**src/design/assert_macros.svh**
```systemverilog
// Assertion macros shared by the packetizer RTL.
`ifndef ASSERT_MACROS_SVH
`define ASSERT_MACROS_SVH

// A condition that must hold at every clock edge outside reset.
`define ASSERT_ALWAYS(label, cond, msg) \
  label: assert property (@(posedge clk) disable iff (rst) (cond)) else $error(msg);

// A condition in one cycle that forces another in the next cycle.
`define ASSERT_NEXT(label, ante, cons, msg) \
  label: assert property (@(posedge clk) disable iff (rst) (ante) |=> (cons)) else $error(msg);

`endif

```
**src/design/pvp_pkg.sv**
```systemverilog
// Package with constants and types of the PES video packetizer.
package pvp_pkg;

  // Largest packet in bytes, header included.
  localparam int PacketMax = 2048;
  localparam int PtsW = 33;
  localparam int LenW = 24;
  localparam int MaxResults = 12;
  localparam int CntW = $clog2(MaxResults + 1);
  localparam int IdxW = $clog2(MaxResults);

  // Room for payload once the fixed six header bytes are counted.
  localparam logic [15:0] RoomBase = 16'(PacketMax - 6);

  // Register indexes of the configuration port.
  localparam logic [7:0] RegPts = 8'd0;
  localparam logic [7:0] RegStreamId = 8'd1;

  // Register reset values.
  localparam logic [PtsW-1:0] PtsReset = 33'd1;
  localparam logic [7:0] StreamIdReset = 8'he0;

  // Header byte codes.
  localparam logic [7:0] PrefixZero = 8'h00;
  localparam logic [7:0] PrefixOne = 8'h01;
  localparam logic [7:0] StuffByte = 8'h0f;
  localparam logic [3:0] PtsMarker = 4'h2;
  localparam logic [2:0] ExtPts = 3'd5;
  localparam logic [2:0] ExtStuff = 3'd1;

  // Positions of the data byte in the result run.
  localparam logic [IdxW-1:0] DataPosPts = IdxW'(11);
  localparam logic [IdxW-1:0] DataPosStuff = IdxW'(7);
  localparam logic [IdxW-1:0] DataPosBare = IdxW'(0);

  typedef struct packed {
    logic [7:0] data_byte;
    logic [LenW-1:0] frame_length;
  } in_item_t;

  typedef struct packed {
    logic [7:0] out_byte;
    logic last_in_packet;
    logic last_in_frame;
    logic run_end;
  } out_item_t;

  typedef struct packed {
    logic [7:0] reg_index;
    logic [PtsW-1:0] reg_data;
  } cfg_write_t;

endpackage

```
**src/design/pvp_if.sv**
```systemverilog
// Valid/ready channel interfaces of the PES video packetizer.
interface pvp_in_if import pvp_pkg::*; ();
  logic valid;
  logic ready;
  in_item_t item;
  modport source (output valid, output item, input ready);
  modport sink (input valid, input item, output ready);
endinterface

interface pvp_out_if import pvp_pkg::*; ();
  logic valid;
  logic ready;
  out_item_t item;
  modport source (output valid, output item, input ready);
  modport sink (input valid, input item, output ready);
endinterface

interface pvp_cfg_if import pvp_pkg::*; ();
  logic valid;
  logic ready;
  cfg_write_t item;
  modport source (output valid, output item, input ready);
  modport sink (input valid, input item, output ready);
endinterface

```
**src/design/pes_video_packetizer.sv**
```systemverilog
// Top level of the PES video packetizer: byte stream in, PES packet bytes out.
// The block takes one frame byte per item and emits one output byte per cycle unless the output
// stalls. A payload byte inside a packet adds no header, so such items flow at one per cycle
// unless the output stalls. The first byte of a packet also carries the packet header: 7
// header bytes with a stuffing byte, or 11 with a time stamp, and the input is held off until
// only the last byte of the run remains in the output shift register. A frame length of zero
// while no frame is open drops the byte and emits nothing. Register writes take effect on the
// next packet header; write them only while the block is idle.
`include "assert_macros.svh"
module pes_video_packetizer import pvp_pkg::*; (
  input logic clk,
  input logic rst,
  pvp_in_if.sink in_items,
  pvp_out_if.source out_items,
  pvp_cfg_if.sink cfg
);

  // Configuration registers.
  logic [PtsW-1:0] pts_value;
  logic [7:0] stream_id;

  // Frame and packet tracking.
  logic [LenW-1:0] frame_bytes_left, frame_bytes_left_next;
  logic [15:0] packet_bytes_left, packet_bytes_left_next;
  logic timestamp_sent, timestamp_sent_next;

  // Output shift register and its fill count.
  out_item_t sr [MaxResults];
  out_item_t sr_next [MaxResults];
  logic [CntW-1:0] cnt, cnt_next;

  // Per-item decode.
  logic in_fire, out_fire;
  logic opening, drop, hdr, with_pts;
  logic [LenW-1:0] fbl_cur;
  logic [15:0] pbl_cur, room, payload, plen;
  logic ts_cur;
  logic [2:0] ext;
  logic [7:0] hdr_b [MaxResults-1];
  out_item_t load [MaxResults];
  logic [IdxW-1:0] data_pos;

  assign in_fire = in_items.valid && in_items.ready;
  assign out_fire = out_items.valid && out_items.ready;

  // Take a new item when the shift register empties in this cycle.
  assign in_items.ready = (cnt == '0) || ((cnt == CntW'(1)) && out_items.ready);
  assign out_items.valid = (cnt != '0);
  assign out_items.item = sr[0];
  assign cfg.ready = 1'b1;

  // Configuration writes; unknown indexes are ignored.
  always_ff @(posedge clk) begin
    if (rst) begin
      pts_value <= PtsReset;
      stream_id <= StreamIdReset;
    end else if (cfg.valid) begin
      case (cfg.item.reg_index)
        RegPts: pts_value <= cfg.item.reg_data;
        RegStreamId: stream_id <= cfg.item.reg_data[7:0];
        default: ;
      endcase
    end
  end

  // Frame open, packet split and length decisions for the incoming item.
  always_comb begin
    opening = (frame_bytes_left == '0);
    drop = opening && (in_items.item.frame_length == '0);
    fbl_cur = opening ? in_items.item.frame_length : frame_bytes_left;
    pbl_cur = opening ? 16'd0 : packet_bytes_left;
    ts_cur = opening ? 1'b0 : timestamp_sent;
    hdr = (pbl_cur == 16'd0);
    with_pts = !ts_cur && (pts_value != '0);
    ext = with_pts ? ExtPts : ExtStuff;
    room = RoomBase - 16'(ext);
    payload = (fbl_cur < {{(LenW-16){1'b0}}, room}) ? fbl_cur[15:0] : room;
    plen = payload + 16'(ext);
  end

  // Header bytes in send order, time stamp fields split by marker bits.
  always_comb begin
    hdr_b[0] = PrefixZero;
    hdr_b[1] = PrefixZero;
    hdr_b[2] = PrefixOne;
    hdr_b[3] = stream_id;
    hdr_b[4] = plen[15:8];
    hdr_b[5] = plen[7:0];
    hdr_b[6] = with_pts ? {PtsMarker, pts_value[32:30], 1'b1} : StuffByte;
    hdr_b[7] = pts_value[29:22];
    hdr_b[8] = {pts_value[21:15], 1'b1};
    hdr_b[9] = pts_value[14:7];
    hdr_b[10] = {pts_value[6:0], 1'b1};
  end

  // Result run for the item: header bytes, then the data byte with its flags.
  always_comb begin
    if (!hdr) begin
      data_pos = DataPosBare;
    end else if (with_pts) begin
      data_pos = DataPosPts;
    end else begin
      data_pos = DataPosStuff;
    end
    packet_bytes_left_next = (hdr ? payload : pbl_cur) - 16'd1;
    frame_bytes_left_next = fbl_cur - LenW'(1);
    timestamp_sent_next = hdr || ts_cur;
    for (int i = 0; i < MaxResults; i++) begin
      load[i].out_byte = (i < MaxResults - 1) ? hdr_b[i] : 8'h00;
      load[i].last_in_packet = 1'b0;
      load[i].last_in_frame = 1'b0;
      load[i].run_end = 1'b0;
    end
    load[data_pos].out_byte = in_items.item.data_byte;
    load[data_pos].last_in_packet = (packet_bytes_left_next == 16'd0);
    load[data_pos].last_in_frame = (frame_bytes_left_next == '0);
    load[data_pos].run_end = 1'b1;
  end

  // Shift out one byte per accepted output; load a new run on an accepted item that is not dropped.
  always_comb begin
    sr_next = sr;
    cnt_next = cnt;
    if (out_fire) begin
      for (int i = 0; i < MaxResults - 1; i++) begin
        sr_next[i] = sr[i + 1];
      end
      cnt_next = cnt - CntW'(1);
    end
    if (in_fire && !drop) begin
      sr_next = load;
      cnt_next = CntW'(data_pos) + CntW'(1);
    end
  end

  always_ff @(posedge clk) begin
    sr <= sr_next;
  end

  // Control state.
  always_ff @(posedge clk) begin
    if (rst) begin
      cnt <= '0;
      frame_bytes_left <= '0;
      packet_bytes_left <= '0;
      timestamp_sent <= 1'b0;
    end else begin
      cnt <= cnt_next;
      if (in_fire && !drop) begin
        frame_bytes_left <= frame_bytes_left_next;
        packet_bytes_left <= packet_bytes_left_next;
        timestamp_sent <= timestamp_sent_next;
      end
    end
  end

  // The packet never outlives its frame.
  `ASSERT_ALWAYS(a_pkt_in_frame, (frame_bytes_left != '0) || (packet_bytes_left == '0), "packet open with no frame")
  // An open frame has always begun its first packet.
  `ASSERT_ALWAYS(a_ts_in_frame, (frame_bytes_left == '0) || timestamp_sent, "frame open before first header")
  // A time-stamped header loads a full run of results.
  `ASSERT_NEXT(a_pts_run, in_fire && !drop && hdr && with_pts, cnt == CntW'(MaxResults), "time stamp header run is short")
  // The run end flag only sits on the last byte held.
  `ASSERT_ALWAYS(a_run_end_last, !out_items.valid || !sr[0].run_end || (cnt == CntW'(1)), "run end before last byte")

endmodule
```
**src/flat_wrapper.sv**
```systemverilog
// flat-port wrapper written by rule: the top's interface ports become plain ports
module pes_video_packetizer_flat import pvp_pkg::*;
  (clk, rst, in_items_valid, in_items_item, in_items_ready, out_items_valid, out_items_item, out_items_ready, cfg_valid, cfg_item, cfg_ready);
  pvp_in_if in_items_i ();
  pvp_out_if out_items_i ();
  pvp_cfg_if cfg_i ();
  input logic clk;
  input logic rst;
  input wire logic [$bits(in_items_i.valid)-1:0] in_items_valid;
  input wire logic [$bits(in_items_i.item)-1:0] in_items_item;
  output wire logic [$bits(in_items_i.ready)-1:0] in_items_ready;
  output wire logic [$bits(out_items_i.valid)-1:0] out_items_valid;
  output wire logic [$bits(out_items_i.item)-1:0] out_items_item;
  input wire logic [$bits(out_items_i.ready)-1:0] out_items_ready;
  input wire logic [$bits(cfg_i.valid)-1:0] cfg_valid;
  input wire logic [$bits(cfg_i.item)-1:0] cfg_item;
  output wire logic [$bits(cfg_i.ready)-1:0] cfg_ready;
  assign in_items_i.valid = in_items_valid;
  assign in_items_i.item = in_items_item;
  assign in_items_ready = in_items_i.ready;
  assign out_items_valid = out_items_i.valid;
  assign out_items_item = out_items_i.item;
  assign out_items_i.ready = out_items_ready;
  assign cfg_i.valid = cfg_valid;
  assign cfg_i.item = cfg_item;
  assign cfg_ready = cfg_i.ready;
  pes_video_packetizer u_core (.clk(clk), .rst(rst), .in_items(in_items_i), .out_items(out_items_i), .cfg(cfg_i));
endmodule
```
**config.mk**
```make
export PLATFORM = sky130hd
export DESIGN_NAME = pes_video_packetizer_flat
export DESIGN_NICKNAME = d
export VERILOG_FILES = /design/src/design/pvp_pkg.sv /design/src/design/pvp_if.sv /design/src/design/pes_video_packetizer.sv /design/src/flat_wrapper.sv
export VERILOG_INCLUDE_DIRS = /design/src /design/src/design
export SDC_FILE = /design/constraint.sdc
export NUM_CORES = 1
export LEC_CHECK = 0
export CAP_MARGIN = 15
export CORE_UTILIZATION = 40
export CTS_BUF_LIST = sky130_fd_sc_hd__clkbuf_8
export DETAILED_ROUTE_END_ITERATION = 10
export DONT_BUFFER_PORTS = 1
export MAX_ROUTING_LAYER = met4
export PLACE_DENSITY_LB_ADDON = 0.2
export SYNTH_ARGS = -nofsm -noshare
export SYNTH_HDL_FRONTEND = slang
export SYNTH_SLANG_ARGS = --single-unit
```
**constraint.sdc**
```tcl
create_clock -name clk -period 5.9 [get_ports clk]
set_clock_uncertainty 0.2 [all_clocks]
set_input_delay 1.18 -clock clk [delete_from_list [all_inputs] [get_ports clk]]
set_output_delay 1.18 -clock clk [all_outputs]
set_load 0.1 [all_outputs]
```
==> run metrics <==
status complete, no violations; Least-Margin Pin Slew 0.945 ns; drt via density 5.65; Max Clock Freq 0.182 GHz; Place WS 0.227 ns; CTS tree built; latest clock arrival within the worst-skew pair 0.54 ns; CTS clk-pin slew, worst paths 0.06 ns; post-route antenna net violation count 0; MaxCap Viol Count 0; clk buf depth 3; first-pass GRT wire length 48900 µm; Synth-to-Final Area Change 10.2%; initial antenna violation count 0; I/O pin cnt 92; CTS buffer count 39; DR vias 9175; Post-CTS Hold Buffers 0; Sink Count 218; Core Area 27200 µm²; Fillers 2693; most numerous cell in the Yosys netlist nand2_1; number of library cell types mapped by synthesis 74; HPWL after DPL 21200 µm; Seq/Total Area, Yosys 0.508; number of diodes 0; Hold/Removal Path Class flip-flop to flip-flop; Critical-path top delay cell or4_1; drt total wl 31300 µm; Critical Path Start u_core.frame_bytes_left[12]; crit path capture u_core.sr[46]; largest net degree at the start of global routing 149; crit end category flip-flop; most used flip-flop cell after synthesis edfxtp_1; CP arrival 5.61 ns; DIE AREA 28700 µm²; most frequent cells after synthesis 279 x nand2_1, 132 x edfxtp_1, 91 x a21oi_1; Synth Cell Area 11200 µm²; Die Height 169 µm; number of global-route vias before repair 8725; crit-path cells or4_1, nor4_4, buf_4, nand2_2, a21o_1, ha_1, nor2b_1, o21ai_0, nand2b_1, o2111ai_4, nand2_1, nor2_1, a22oi_1, ha_1, o21ai_0, nor4b_2, mux2i_1, nand4_1, o31ai_1; final setup vio count 0; GP Congestion 0.938; Crit Path Category flip-flop to flip-flop; Mapped Nets 1320; Setup TNS 0 ns; critical path peak fanout 13; H-Tree Depth 2; worst reg2reg path startpoint u_core.frame_bytes_left[12]; min Tclk post-route 5.49 ns; leading area contributor after synthesis edfxtp_1; final slew viol count 0; Avg Inst Size Synth 9.09 µm²; Largest stage delay, worst path 0.69 ns; WL/cell 19.3 µm; post-synthesis sequential element count 218; DRC viols 0; Post-Syn Instances 1232; Tot GR Track Use 0.224; CP required 6.02 ns; Slew headroom 0.371; R2R Setup Slk 0.41 ns; Setup crit start kind flip-flop; FP Rows 60; RSZ-0062 raised after global routing false; DRT Pass-1 Iters 5; Post-synth EDFFs 132; cells on worst reg2reg path 19; fraction of registers with async set/reset 0; total grt overflow 0; Clock Tree Root clkbuf_8; port buffer count 0; Final #Nets 1309; period utilisation layout 0.930; post-synth top area share 0.354; final worst slack 0.410 ns; Reg-to-Reg End u_core.sr[46]; DRT iter0 DRCs 672; Fin. Hold Viols 0; Die X 169 µm; Starting Density 0.412; YS warnings 0; Area contributors post-synth edfxtp_1 35%, dfxtp_1 15%, nand2_1 9.4%; proportion of layout cells with a drive suffix above 1 0.0911
how the worst min path moves through the flow:
stage	cells past startpoint	end	slack (ns)	startpoint
after detailed placement	1	u_core.stream_id[7]	0.25	u_core.stream_id[7]
after floorplan	1	u_core.stream_id[5]	0.24	u_core.stream_id[5]
after global routing	2	u_core.pts_value[11]	0.29	u_core.pts_value[11]
after CTS	1	u_core.stream_id[7]	0.27	u_core.stream_id[7]
after global placement	1	u_core.stream_id[7]	0.25	u_core.stream_id[7]
final	1	u_core.stream_id[7]	0.26	u_core.stream_id[7]
worst max-delay path, delay by kind of cell (launching register included):
kind | cells | cell delay, ns
AOI/OAI and AO/OA | 6 | 1.38
adders and majority gates | 2 | 0.67
buffers and inverters | 1 | 0.20
DFF | 1 | 0.39
muxes | 1 | 0.24
and+or+nand+nor | 9 | 2.19
through the flow:
step	hold WS (ns)	utilization	cells	instance area, µm²
after floorplan	0.235	-	1232	11200
after global placement	0.247	0.425	1551	11600
after detailed placement	0.251	0.425	1551	11600
after CTS	0.267	0.453	1622	12300
after global routing	0.286	0.454	1623	12300
final	0.264	0.454	1623	12300
routing by layer:
layer  share of wire  track usage  vias to the layer above
met5               0            -                        -
met4           0.029       0.0811                        0
met3           0.062       0.0331                       68
met2            0.44        0.331                      310
met1            0.47        0.312                     4369
li1                -            -                     4428
kinds of logic after synthesis:
kind of cell / synth area share
AOI/OAI and AO/OA: 0.160
adders and majority gates: 0.0112
DFF: 0.508
xor gates and xnor gates: 0.0164
other: 0.000335
muxes: 0.0161
and+or+nand+nor: 0.245
buffers and inverters: 0.0431
layout by cell type, fill, tap and decap left out, types with 18 or more instances in the layout:
master,netlist,final
inv_1,16,29
nor3_1,39,38
buf_4,14,32
o21ai_0,54,54
a31oi_1,21,21
mux2i_1,18,18
nand3_1,24,24
nor4_1,29,29
dfxtp_1,86,86
clkbuf_8,0,43
nand2_1,279,278
a21oi_1,91,91
and2_1,52,52
nor2_1,85,83
edfxtp_1,132,132
sequential cells by signal (all words and copies together), names as in the netlist:
signal,count
u_core.out_items.item,11
u_core.packet_bytes_left,16
u_core.frame_bytes_left,24
u_core.sr,121
u_core.cnt,4
u_core.timestamp_sent,1
u_core.stream_id,8
u_core.pts_value,33
timing repair:
action / in CTS / in global routing
buffers inserted: 0 / 1
endpoints found under the setup margin: 0 / 4
resized for setup: 0 / 2
cell type report:
class                           instances  area (µm²)  area share
Sequential cell                       218        5690       0.461
Multi-Input combinational cell        911        5070       0.411
Clock buffer                           43         592      0.0480
Tap cell                              372         465      0.0377
Timing Repair Buffer                   34         280      0.0227
Clock inverter                         28         174      0.0141
Inverter                               17        65.1     0.00528
Power is left out: the tool's default activity adds up to more than one toggle a clock period on the data nets, which glitch-free logic cannot reach.
